File: config.mk
export PLATFORM = sky130hd
export DESIGN_NAME = rlp_stream_decoder_flat
export DESIGN_NICKNAME = d
export VERILOG_FILES = /design/src/hw/rtl/rlpd_pkg.sv /design/src/hw/rtl/rlpd_if.sv /design/src/hw/rtl/rlpd_front.sv /design/src/hw/rtl/rlpd_fifo.sv /design/src/hw/rtl/rlpd_back.sv /design/src/hw/rtl/rlp_stream_decoder.sv /design/src/flat_wrapper.sv
export SDC_FILE = /design/constraint.sdc
export NUM_CORES = 2
export LEC_CHECK = 0
export ABC_AREA = 1
export BUFFER_PORTS_ARGS = -buffer_cell sky130_fd_sc_hd__buf_2
export CELL_PAD_IN_SITES_DETAIL_PLACEMENT = 2
export CELL_PAD_IN_SITES_GLOBAL_PLACEMENT = 2
export CORE_UTILIZATION = 39
export DETAILED_ROUTE_END_ITERATION = 8
export MAX_ROUTING_LAYER = met4
export PLACE_DENSITY = 0.74
export SLEW_MARGIN = 20
export SYNTH_ARGS = -nofsm -noshare
export SYNTH_HDL_FRONTEND = slang
export SYNTH_SLANG_ARGS = --single-unit
File: constraint.sdc
create_clock -name clock -period 9.6 [get_ports clock]
set_input_delay 1.92 -clock clock [delete_from_list [all_inputs] [get_ports clock]]
set_output_delay 1.92 -clock clock [all_outputs]
set_load 0.005 [all_outputs]
File: src/hw/rtl/rlpd_pkg.sv
// Shared types and constants of the RLP stream decoder.
// Used by the classifier, the queue, the parser, the top level and the bench.
package rlpd_pkg;

   localparam int MaxDepthDefault = 16;
   localparam int LenBitsDefault  = 32;
   localparam int PosBits         = 64;
   localparam int QueueDepth      = 4;

   localparam logic [2:0] ERR_NONE      = 3'd0;
   localparam logic [2:0] ERR_NONCANON  = 3'd1;
   localparam logic [2:0] ERR_LEAD_ZERO = 3'd2;
   localparam logic [2:0] ERR_SHORT_LL  = 3'd3;
   localparam logic [2:0] ERR_OVERRUN   = 3'd4;
   localparam logic [2:0] ERR_TRUNC     = 3'd5;
   localparam logic [2:0] ERR_DEEP      = 3'd6;
   localparam logic [2:0] ERR_TOO_BIG   = 3'd7;

   typedef enum logic [2:0] {
      KIND_SINGLE,
      KIND_SHORT_STR,
      KIND_LONG_STR,
      KIND_SHORT_LIST,
      KIND_LONG_LIST
   } kind_type;

   // A classified byte: n is the short length or the count of length bytes.
   typedef struct packed {
      logic [7:0] data;
      logic       last;
      kind_type   kind;
      logic [5:0] n;
   } cls_type;

endpackage

File: src/hw/rtl/rlpd_if.sv
// Valid/ready channel interfaces of the RLP stream decoder.
// Depends on nothing; the payload widths are fixed.
interface rlpd_req_if;
   logic       valid;
   logic       ready;
   logic [7:0] in_byte;
   logic       in_last;
   modport source (output valid, in_byte, in_last, input ready);
   modport sink (input valid, in_byte, in_last, output ready);
endinterface

interface rlpd_rsp_if;
   logic       valid;
   logic       ready;
   logic [7:0] out_byte;
   logic       byte_valid;
   logic       string_first;
   logic       string_last;
   logic [4:0] nest_level;
   logic       item_done;
   logic [2:0] fault_code;
   modport source (output valid, out_byte, byte_valid, string_first, string_last,
                   nest_level, item_done, fault_code, input ready);
   modport sink (input valid, out_byte, byte_valid, string_first, string_last,
                 nest_level, item_done, fault_code, output ready);
endinterface

File: src/hw/rtl/rlpd_front.sv
// Front end: takes input bytes and classifies them by prefix range.
// Depends on rlpd_pkg and rlpd_req_if.
module rlpd_front
   import rlpd_pkg::*;
(
   rlpd_req_if.sink req_ch,
   input  logic     queue_full,
   output logic     push_valid,
   output cls_type  push_data
);

   logic [7:0] b;

   assign b = req_ch.in_byte;
   assign req_ch.ready = !queue_full;
   assign push_valid = req_ch.valid && !queue_full;

   always_comb begin
      push_data.data = b;
      push_data.last = req_ch.in_last;
      if (b <= 8'h7f) begin
         push_data.kind = KIND_SINGLE;
         push_data.n = 6'd0;
      end else if (b <= 8'hb7) begin
         push_data.kind = KIND_SHORT_STR;
         push_data.n = 6'(b - 8'h80);
      end else if (b <= 8'hbf) begin
         push_data.kind = KIND_LONG_STR;
         push_data.n = 6'(b - 8'hb7);
      end else if (b <= 8'hf7) begin
         push_data.kind = KIND_SHORT_LIST;
         push_data.n = 6'(b - 8'hc0);
      end else begin
         push_data.kind = KIND_LONG_LIST;
         push_data.n = 6'(b - 8'hf7);
      end
   end

endmodule

File: src/hw/rtl/rlpd_fifo.sv
// Short queue of classified bytes between the front end and the parser.
// Depends on rlpd_pkg.
module rlpd_fifo
   import rlpd_pkg::*;
(
   input  logic    clock,
   input  logic    reset,
   input  logic    push_valid,
   input  cls_type push_data,
   output logic    full,
   output logic    pop_valid,
   output cls_type pop_data,
   input  logic    pop
);

   localparam int PtrBits = $clog2(QueueDepth);

   cls_type              mem_ff [QueueDepth];
   logic [PtrBits-1:0]   wr_ff, wr_in, rd_ff, rd_in;
   logic [PtrBits:0]     count_ff, count_in;
   logic                 do_pop;

   assign full = count_ff == (PtrBits+1)'(QueueDepth);
   assign pop_valid = count_ff != '0;
   assign pop_data = mem_ff[rd_ff];
   assign do_pop = pop && pop_valid;

   always_comb begin
      wr_in = push_valid ? wr_ff + 1'b1 : wr_ff;
      rd_in = do_pop ? rd_ff + 1'b1 : rd_ff;
      count_in = count_ff + (PtrBits+1)'(push_valid) - (PtrBits+1)'(do_pop);
   end

   always_ff @(posedge clock) begin
      if (push_valid) begin
         mem_ff[wr_ff] <= push_data;
      end
      if (reset) begin
         wr_ff <= '0;
         rd_ff <= '0;
         count_ff <= '0;
      end else begin
         wr_ff <= wr_in;
         rd_ff <= rd_in;
         count_ff <= count_in;
      end
   end

endmodule

File: src/hw/rtl/rlpd_back.sv
// Parser: header and payload state machine, list end stack, output register.
// Depends on rlpd_pkg and rlpd_rsp_if.
module rlpd_back
   import rlpd_pkg::*;
#(
   parameter int MAX_DEPTH = MaxDepthDefault,
   parameter int LEN_BITS  = LenBitsDefault
) (
   input  logic     clock,
   input  logic     reset,
   input  logic     in_valid,
   input  cls_type  in_data,
   output logic     in_pop,
   rlpd_rsp_if.source rsp_ch
);

   localparam int SpBits  = $clog2(MAX_DEPTH + 1);
   localparam int IdxBits = (MAX_DEPTH > 1) ? $clog2(MAX_DEPTH) : 1;

   typedef enum logic [1:0] {M_PREFIX, M_LENGTH, M_PAYLOAD, M_CHECK} mode_type;

   // Lists that end at the same position share one stack entry with a count.
   typedef struct packed {
      logic [PosBits-1:0] end_pos;
      logic [SpBits-1:0]  cnt;
   } entry_type;

   entry_type            stack_ff [MAX_DEPTH];
   entry_type            top_ff, top_in, wr_entry;
   logic [IdxBits-1:0]   wr_idx;
   logic                 wr_en;

   mode_type             mode_ff, mode_in;
   logic [3:0]           left_ff, left_in;
   logic [LEN_BITS-1:0]  accum_ff, accum_in, accum_new;
   logic                 is_list_ff, is_list_in;
   logic [PosBits-1:0]   npos_ff, npos_in, str_end_ff, str_end_in;
   logic [PosBits-1:0]   end_short, end_long;
   logic [SpBits-1:0]    sp_ff, sp_in, dsp_ff, dsp_in, sp_fin;
   logic                 hold_ff, hold_in, begun_ff, begun_in;

   logic                 out_valid_ff, out_valid_in;
   logic [7:0]           out_byte_ff, out_byte_in;
   logic                 bv_ff, bv_in, first_ff, first_in, lastb_ff, lastb_in;
   logic [4:0]           nest_ff, nest_in, nest_now;
   logic                 done_ff, done_in;
   logic [2:0]           err_ff, err_in;

   logic                 go, in_list, hit, done_fin, emit;
   logic [7:0]           b;
   logic [2:0]           err;

   assign go = in_valid && (!out_valid_ff || rsp_ch.ready);
   assign in_pop = go;
   assign b = in_data.data;
   assign in_list = sp_ff != '0;
   assign hit = in_list && top_ff.end_pos == npos_ff;
   assign sp_fin = hit ? sp_ff - top_ff.cnt : sp_ff;
   assign done_fin = sp_fin == '0;
   assign nest_now = (int'(sp_ff) > 31) ? 5'd31 : 5'(sp_ff);
   assign accum_new = {accum_ff[LEN_BITS-9:0], b};
   assign end_short = npos_ff + PosBits'(in_data.n);
   assign end_long = npos_ff + PosBits'(accum_new);

   always_comb begin
      mode_in = mode_ff;
      left_in = left_ff;
      accum_in = accum_ff;
      is_list_in = is_list_ff;
      npos_in = npos_ff;
      str_end_in = str_end_ff;
      sp_in = sp_ff;
      dsp_in = dsp_ff;
      top_in = top_ff;
      hold_in = hold_ff;
      begun_in = begun_ff;
      wr_en = 1'b0;
      wr_idx = IdxBits'(dsp_ff - 1'b1);
      wr_entry = top_ff;
      emit = 1'b0;
      err = ERR_NONE;
      out_byte_in = 8'd0;
      bv_in = 1'b0;
      first_in = 1'b0;
      lastb_in = 1'b0;
      nest_in = 5'd0;
      done_in = 1'b0;

      if (go && hold_ff) begin
         if (in_data.last) begin
            hold_in = 1'b0;
         end
      end else if (go) begin
         npos_in = npos_ff + 1'b1;
         if (mode_ff == M_CHECK && b <= 8'h7f) begin
            err = ERR_NONCANON;
         end else if (mode_ff == M_CHECK || mode_ff == M_PAYLOAD) begin
            emit = 1'b1;
            out_byte_in = b;
            bv_in = 1'b1;
            nest_in = nest_now;
            first_in = !begun_ff;
            begun_in = 1'b1;
            if (npos_ff == str_end_ff) begin
               lastb_in = 1'b1;
               mode_in = M_PREFIX;
               done_in = done_fin;
               sp_in = sp_fin;
            end else begin
               mode_in = M_PAYLOAD;
            end
         end else if (mode_ff == M_LENGTH) begin
            if (accum_ff[LEN_BITS-1:LEN_BITS-8] != 8'd0) begin
               err = ERR_TOO_BIG;
            end else if (accum_ff == '0 && b == 8'd0 && left_ff >= 4'd2) begin
               err = ERR_LEAD_ZERO;
            end else begin
               accum_in = accum_new;
               left_in = left_ff - 1'b1;
               if (left_ff == 4'd1) begin
                  mode_in = M_PREFIX;
                  if (end_long < npos_ff) begin
                     err = ERR_TOO_BIG;
                  end else if (is_list_ff && accum_new < LEN_BITS'(56)) begin
                     err = ERR_SHORT_LL;
                  end else if (in_list && end_long > top_ff.end_pos) begin
                     err = ERR_OVERRUN;
                  end else if (is_list_ff) begin
                     if (int'(sp_ff) >= MAX_DEPTH) begin
                        err = ERR_DEEP;
                     end else begin
                        sp_in = sp_ff + 1'b1;
                        if (in_list && top_ff.end_pos == end_long) begin
                           top_in.cnt = top_ff.cnt + 1'b1;
                        end else begin
                           wr_en = dsp_ff != '0;
                           top_in.end_pos = end_long;
                           top_in.cnt = SpBits'(1);
                           dsp_in = dsp_ff + 1'b1;
                        end
                     end
                  end else if (accum_new == '0) begin
                     emit = 1'b1;
                     first_in = 1'b1;
                     lastb_in = 1'b1;
                     nest_in = nest_now;
                     done_in = done_fin;
                     sp_in = sp_fin;
                  end else begin
                     str_end_in = end_long;
                     mode_in = M_PAYLOAD;
                     begun_in = 1'b0;
                  end
               end
            end
         end else begin
            case (in_data.kind)
               KIND_SINGLE: begin
                  emit = 1'b1;
                  out_byte_in = b;
                  bv_in = 1'b1;
                  first_in = 1'b1;
                  lastb_in = 1'b1;
                  nest_in = nest_now;
                  done_in = done_fin;
                  sp_in = sp_fin;
               end
               KIND_SHORT_STR: begin
                  if (in_data.n == 6'd0) begin
                     emit = 1'b1;
                     first_in = 1'b1;
                     lastb_in = 1'b1;
                     nest_in = nest_now;
                     done_in = done_fin;
                     sp_in = sp_fin;
                  end else if (in_list && end_short > top_ff.end_pos) begin
                     err = ERR_OVERRUN;
                  end else begin
                     str_end_in = end_short;
                     mode_in = (in_data.n == 6'd1) ? M_CHECK : M_PAYLOAD;
                     begun_in = 1'b0;
                  end
               end
               KIND_LONG_STR, KIND_LONG_LIST: begin
                  if (in_list && end_short > top_ff.end_pos) begin
                     err = ERR_OVERRUN;
                  end else begin
                     mode_in = M_LENGTH;
                     left_in = 4'(in_data.n);
                     accum_in = '0;
                     is_list_in = in_data.kind == KIND_LONG_LIST;
                  end
               end
               KIND_SHORT_LIST: begin
                  if (in_data.n == 6'd0) begin
                     // An empty list inside a list reads as an empty string.
                     if (in_list) begin
                        first_in = 1'b1;
                        lastb_in = 1'b1;
                        nest_in = nest_now;
                     end
                     done_in = done_fin;
                     sp_in = sp_fin;
                     emit = in_list || done_fin;
                  end else if (in_list && end_short > top_ff.end_pos) begin
                     err = ERR_OVERRUN;
                  end else if (int'(sp_ff) >= MAX_DEPTH) begin
                     err = ERR_DEEP;
                  end else begin
                     sp_in = sp_ff + 1'b1;
                     if (in_list && top_ff.end_pos == end_short) begin
                        top_in.cnt = top_ff.cnt + 1'b1;
                     end else begin
                        wr_en = dsp_ff != '0;
                        top_in.end_pos = end_short;
                        top_in.cnt = SpBits'(1);
                        dsp_in = dsp_ff + 1'b1;
                     end
                  end
               end
               default: begin
                  err = ERR_NONE;
               end
            endcase
         end

         // A popped stack entry exposes the one below it as the new top.
         if (sp_in == sp_fin && hit && sp_in != sp_ff) begin
            dsp_in = dsp_ff - 1'b1;
            top_in = stack_ff[IdxBits'(dsp_ff - SpBits'(2))];
         end

         if (err == ERR_NONE && in_data.last && (mode_in != M_PREFIX || sp_in != '0)) begin
            err = ERR_TRUNC;
         end
         if (err != ERR_NONE) begin
            emit = 1'b1;
            out_byte_in = 8'd0;
            bv_in = 1'b0;
            first_in = 1'b0;
            lastb_in = 1'b0;
            nest_in = 5'd0;
            done_in = 1'b0;
            hold_in = !in_data.last;
         end
         if (err != ERR_NONE || in_data.last) begin
            mode_in = M_PREFIX;
            left_in = 4'd0;
            accum_in = '0;
            is_list_in = 1'b0;
            npos_in = PosBits'(1);
            str_end_in = '0;
            sp_in = '0;
            dsp_in = '0;
            begun_in = 1'b0;
         end
      end

      err_in = err;
      if (go) begin
         out_valid_in = emit;
      end else if (rsp_ch.ready) begin
         out_valid_in = 1'b0;
      end else begin
         out_valid_in = out_valid_ff;
      end
   end

   always_ff @(posedge clock) begin
      if (wr_en) begin
         stack_ff[wr_idx] <= wr_entry;
      end
      top_ff <= top_in;
      accum_ff <= accum_in;
      str_end_ff <= str_end_in;
      if (go && emit) begin
         out_byte_ff <= out_byte_in;
         bv_ff <= bv_in;
         first_ff <= first_in;
         lastb_ff <= lastb_in;
         nest_ff <= nest_in;
         done_ff <= done_in;
         err_ff <= err_in;
      end
      if (reset) begin
         mode_ff <= M_PREFIX;
         left_ff <= 4'd0;
         is_list_ff <= 1'b0;
         npos_ff <= PosBits'(1);
         sp_ff <= '0;
         dsp_ff <= '0;
         hold_ff <= 1'b0;
         begun_ff <= 1'b0;
         out_valid_ff <= 1'b0;
      end else begin
         mode_ff <= mode_in;
         left_ff <= left_in;
         is_list_ff <= is_list_in;
         npos_ff <= npos_in;
         sp_ff <= sp_in;
         dsp_ff <= dsp_in;
         hold_ff <= hold_in;
         begun_ff <= begun_in;
         out_valid_ff <= out_valid_in;
      end
   end

   assign rsp_ch.valid = out_valid_ff;
   assign rsp_ch.out_byte = out_byte_ff;
   assign rsp_ch.byte_valid = bv_ff;
   assign rsp_ch.string_first = first_ff;
   assign rsp_ch.string_last = lastb_ff;
   assign rsp_ch.nest_level = nest_ff;
   assign rsp_ch.item_done = done_ff;
   assign rsp_ch.fault_code = err_ff;

endmodule

File: src/hw/rtl/rlp_stream_decoder.sv
// Streaming RLP decoder top level: classifier, byte queue and parser.
// Depends on rlpd_pkg, rlpd_if, rlpd_front, rlpd_fifo and rlpd_back.
//
// Usage: encoded bytes enter on req_ch, one per handshake, with in_last on the
// final byte of a buffer. String payloads leave on rsp_ch as a flat sequence of
// items: one per payload byte, one marker per empty string, one item_done
// item for an empty top-level list, and one item per fault with only the
// error code set. Header bytes produce no item unless they end an item or fault.
// After a fault, input is dropped up to and including the next in_last byte.
// Throughput is one byte per cycle while rsp_ch takes items. An input byte is
// written into the queue and then reaches the output register through the
// parser; the parser's state update per byte sets the rate.
// When rsp_ch stalls, the output register holds its item and the four-entry
// queue keeps taking bytes until it fills; then req_ch.ready drops.
// Synchronous reset empties the queue, drops the output item and returns the
// parser to the start of a buffer with an empty list stack.
module rlp_stream_decoder
   import rlpd_pkg::*;
#(
   parameter int MAX_DEPTH = MaxDepthDefault,
   parameter int LEN_BITS  = LenBitsDefault
) (
   input logic        clock,
   input logic        reset,
   rlpd_req_if.sink   req_ch,
   rlpd_rsp_if.source rsp_ch
);

   logic    push_valid, queue_full, pop_valid, pop;
   cls_type push_data, pop_data;

   rlpd_front u_front (
      .req_ch     (req_ch),
      .queue_full (queue_full),
      .push_valid (push_valid),
      .push_data  (push_data)
   );

   rlpd_fifo u_fifo (
      .clock      (clock),
      .reset      (reset),
      .push_valid (push_valid),
      .push_data  (push_data),
      .full       (queue_full),
      .pop_valid  (pop_valid),
      .pop_data   (pop_data),
      .pop        (pop)
   );

   rlpd_back #(
      .MAX_DEPTH (MAX_DEPTH),
      .LEN_BITS  (LEN_BITS)
   ) u_back (
      .clock    (clock),
      .reset    (reset),
      .in_valid (pop_valid),
      .in_data  (pop_data),
      .in_pop   (pop),
      .rsp_ch   (rsp_ch)
   );

endmodule

File: src/flat_wrapper.sv
// flat-port wrapper written by rule: the top's interface ports become plain ports
module rlp_stream_decoder_flat import rlpd_pkg::*;
#(
   parameter int MAX_DEPTH = MaxDepthDefault,
   parameter int LEN_BITS  = LenBitsDefault
)
  (clock, reset, req_ch_valid, req_ch_in_byte, req_ch_in_last, req_ch_ready, rsp_ch_valid, rsp_ch_out_byte, rsp_ch_byte_valid, rsp_ch_string_first, rsp_ch_string_last, rsp_ch_nest_level, rsp_ch_item_done, rsp_ch_fault_code, rsp_ch_ready);
  rlpd_req_if req_ch_i ();
  rlpd_rsp_if rsp_ch_i ();
  input logic clock;
  input logic reset;
  input wire logic [$bits(req_ch_i.valid)-1:0] req_ch_valid;
  input wire logic [$bits(req_ch_i.in_byte)-1:0] req_ch_in_byte;
  input wire logic [$bits(req_ch_i.in_last)-1:0] req_ch_in_last;
  output wire logic [$bits(req_ch_i.ready)-1:0] req_ch_ready;
  output wire logic [$bits(rsp_ch_i.valid)-1:0] rsp_ch_valid;
  output wire logic [$bits(rsp_ch_i.out_byte)-1:0] rsp_ch_out_byte;
  output wire logic [$bits(rsp_ch_i.byte_valid)-1:0] rsp_ch_byte_valid;
  output wire logic [$bits(rsp_ch_i.string_first)-1:0] rsp_ch_string_first;
  output wire logic [$bits(rsp_ch_i.string_last)-1:0] rsp_ch_string_last;
  output wire logic [$bits(rsp_ch_i.nest_level)-1:0] rsp_ch_nest_level;
  output wire logic [$bits(rsp_ch_i.item_done)-1:0] rsp_ch_item_done;
  output wire logic [$bits(rsp_ch_i.fault_code)-1:0] rsp_ch_fault_code;
  input wire logic [$bits(rsp_ch_i.ready)-1:0] rsp_ch_ready;
  assign req_ch_i.valid = req_ch_valid;
  assign req_ch_i.in_byte = req_ch_in_byte;
  assign req_ch_i.in_last = req_ch_in_last;
  assign req_ch_ready = req_ch_i.ready;
  assign rsp_ch_valid = rsp_ch_i.valid;
  assign rsp_ch_out_byte = rsp_ch_i.out_byte;
  assign rsp_ch_byte_valid = rsp_ch_i.byte_valid;
  assign rsp_ch_string_first = rsp_ch_i.string_first;
  assign rsp_ch_string_last = rsp_ch_i.string_last;
  assign rsp_ch_nest_level = rsp_ch_i.nest_level;
  assign rsp_ch_item_done = rsp_ch_i.item_done;
  assign rsp_ch_fault_code = rsp_ch_i.fault_code;
  assign rsp_ch_i.ready = rsp_ch_ready;
  rlp_stream_decoder #(.MAX_DEPTH(MAX_DEPTH), .LEN_BITS(LEN_BITS)) u_core (.clock(clock), .reset(reset), .req_ch(req_ch_i), .rsp_ch(rsp_ch_i));
endmodule
==> metrics <==
DRC violations left=0; asr flop ratio synth=0; final WL=278.1 mm; P&R area growth vs syn=12.61%; clk sink count=1454; largest net degree at the start of global routing=191; Worst setup SP type=register; CTS tree=done; Synth Cell Area=around 0.071 sq mm; DIE AREA=0.1825 sq mm; maxcap violations=0; worst-case clock buffer depth=3; Slew @ Worst Pin=around 1.2 ns; status=completed; CP endpoint kind=register; Layout Cell Area excl Fill=0.07942 sq mm; area leader, netlist=edfxtp_1; Hold Path Stages=2; Post-DP Area=0.07409 sq mm; Critical Path RT=10.26 ns; mean post-synth cell area=~10 sq um; dpl ws=-0.07234 ns; GR Overflow Total=0; final setup fails=0; Clk pwr share=0.272; Hold WC Path Type=register to register; Final nets=slightly above 7000; Final Critical Period=9.243 ns; synth top area cells=edfxtp_1 58%, nor2_1 6.3%, o21ai_0 6.0%; Sw Pwr=0.009338 W; sequential share of the synthesized area=0.6059; post-route ant nets=0; synthesis warning total=0; Worst R2R Path Depth=between 40 and 50; I/O pin total=35; Most common cell on crit path=nand2_1; worst setup margin=0.3573 ns; Synth top area share=0.5795; clock slew at reported path FFs=around 0.060 ns; die width=around 430 um; gpl congestion=0.9389; H-tree depth=4; row count=155; gr usage total=0.3117; Comb pwr share=0.327; Mapped Cells=6870; CP Class=register to register; initial antenna violation count=7; cts bufs inserted=163; Synth cell types=65; Initial Util=0.3940; first-pass GRT wire length=405.5 mm; Die H=427.3 um; final core occ=0.4437; Fillers=between 15000 and 20000; worst clock skew=0.07533 ns; crit path max fanout=43; Sequential Power Share=0.402; switch share=0.4059; max frequency=0.1082 GHz; Top FF cell, synth=edfxtp_1; clk_lat worst skew=0.86 ns; crit path max-delay cell type=nor4_1; largest incremental delay on the critical path=just over 0.6 ns; #FFs+latches synth=1454; Slew Limit Fails=0; DR vias=55160; CP arrival=9.90 ns; relative slew slack=0.1609; Internal=between 0.01 and 0.015 W; Vias/cell=5.880; layout cells sized above 1=0.08573; Static Leak=28.90 nW; final hold vios=0; EDFF count, synth=around 1400; pwr/cell area=roughly 290 mW/mm^2; IO buf count=34; Hold WS=0.4849 ns; CTS Root Cell=clkbuf_16; worst vdd ir=0.2569 mV; core footprint=around 0.18 sq mm; post-synthesis net count=just over 7000; wire per inst=29.65 um; post-DP HPWL=190.4 mm; fin crit share=0.9628; Detailed Route Iter0 Violations=4756; router iterations before antenna repair=5; number of global-route vias before repair=59260
## per-stage QoR
stage / total power (W) / std cells / setup TNS [ns]
after floorplan: 0.01323 / 6870 / -78.96
after global placement: 0.01620 / 9075 / 0
after detailed placement: 0.01669 / 9075 / -6.130
after CTS: 0.02300 / 9375 / 0
after global routing: 0.02395 / 9378 / -2.083
final: 0.02301 / 9380 / 0
## layer usage
metal | wire length, um | up-vias | share of wire | track usage
li1 | - | 24110 | - | -
met1 | 123900 | 29090 | 0.45 | 0.4209
met2 | 133200 | 1604 | 0.48 | 0.5011
met3 | 14170 | 361 | 0.051 | 0.03241
met4 | 6910 | 0 | 0.025 | 0.08077
met5 | 0 | - | 0 | -
## area by class of cell
| type | instances | area (sq um) | share of cell area |
|---|---|---|---|
| repair buffers | 191 | 1873 | 0.02358 |
| diodes | 3 | 7.507 | 0.00009452 |
| well taps | 2355 | 2947 | 0.03710 |
| flip-flops and latches | 1454 | 42740 | 0.5381 |
| multi-input cells | 4491 | 24410 | 0.3073 |
| inverters | 586 | 2232 | 0.02811 |
| clock inverters | 92 | 924.6 | 0.01164 |
| clock buffers | 208 | 4289 | 0.05400 |
## power groups by stage
stage / clock [W] / combinational (W) / sequential, W
global placement: 0 / 0.00695 / 0.00925
global route: 0.00653 / 0.00813 / 0.00929
CTS: 0.00632 / 0.00746 / 0.00922
finish: 0.00625 / 0.00751 / 0.00924
detailed placement: 0 / 0.00736 / 0.00933
floorplan: 0 / 0.00444 / 0.00879
## state kept, by name (all words and copies together) (netlist names), 2 cells and up, named ones only
register,cells
u_core.u_back.rsp_ch.out_byte,8
u_core.u_back.accum_ff,32
u_core.u_back.mode_ff,2
u_core.u_back.npos_ff,64
u_core.u_back.rsp_ch.fault_code,3
u_core.u_back.dsp_ff,5
u_core.u_fifo.rd_ff,2
u_core.u_back.stack_ff,1104
u_core.u_back.str_end_ff,64
u_core.u_fifo.wr_ff,2
u_core.u_fifo.mem_ff,72
u_core.u_back.nest_now,5
u_core.u_back.left_ff,4
u_core.u_back.top_ff,69
u_core.u_fifo.count_ff,3
u_core.u_back.rsp_ch.nest_level,5
## placed cells by master, fill, tap and decap left out, drive strengths merged, types with 172 or more instances in the layout
cell type and instances:
nand2 874, o21ai 904, inv 586, edfxtp 1361, nor2 1201, clkbuf 208
ha 241, nand3 189, buf 191, xor2 172
## cells by family after synthesis
family / count (synthesis) / synth area share
mux: 10 / 0.001419
flops: 1454 / 0.6059
buf+inv: 925 / 0.05154
xor+xnor: 248 / 0.03080
simple gates: 2523 / 0.1495
fa+ha+maj: 245 / 0.04389
compound gates: 1465 / 0.1170
## path summary, 6_finish.rpt
check	from	to	slack [ns]
hold / removal	u_core.u_back.hold_ff	u_core.u_back.hold_ff	0.48
hold reg to reg	u_core.u_back.hold_ff	u_core.u_back.hold_ff	0.48
setup / recovery	register	u_core.u_back.top_ff[65]	0.36
setup reg to reg	register	u_core.u_back.top_ff[65]	0.36
## worst max-delay path, delay by kind of cell, from the launching register on
kind            cells  cell delay (ns)
compound gates      6             1.02
xor+xnor            1             0.14
fa+ha+maj           2             0.70
buf+inv            10             1.47
flops               1             0.40
simple gates       29             5.21
## Yosys cell counts (all sizes together) (2+ instances only)
master / instances
a2111oi: 3
a211oi: 11
a21boi: 2
a21o: 3
a21oi: 169
a31oi: 48
a32oi: 6
and2: 2
buf: 88
clkbuf: 251
clkinv: 6
dfxtp: 93
edfxtp: 1361
fa: 4
ha: 241
inv: 580
mux2i: 10
nand2: 874
nand3: 189
nand3b: 8
nand4: 79
nor2: 1201
nor3: 87
nor3b: 6
nor4: 44
nor4b: 4
o211ai: 45
o21a: 3
o21ai: 904
o21bai: 6
o221ai: 104
o22ai: 144
o31ai: 10
or2: 27
xnor2: 76
xor2: 172
## repair_timing
| item | CTS | global route |
|---|---|---|
| pin swaps | 0 | 2 |
| gates resized for setup | 2 | 22 |
| buffers inserted | 0 | 2 |
| hold buffers | 0 | 0 |
| setup endpoints to repair | 547 | 1485 |
Power figures use the tool's default switching activity.
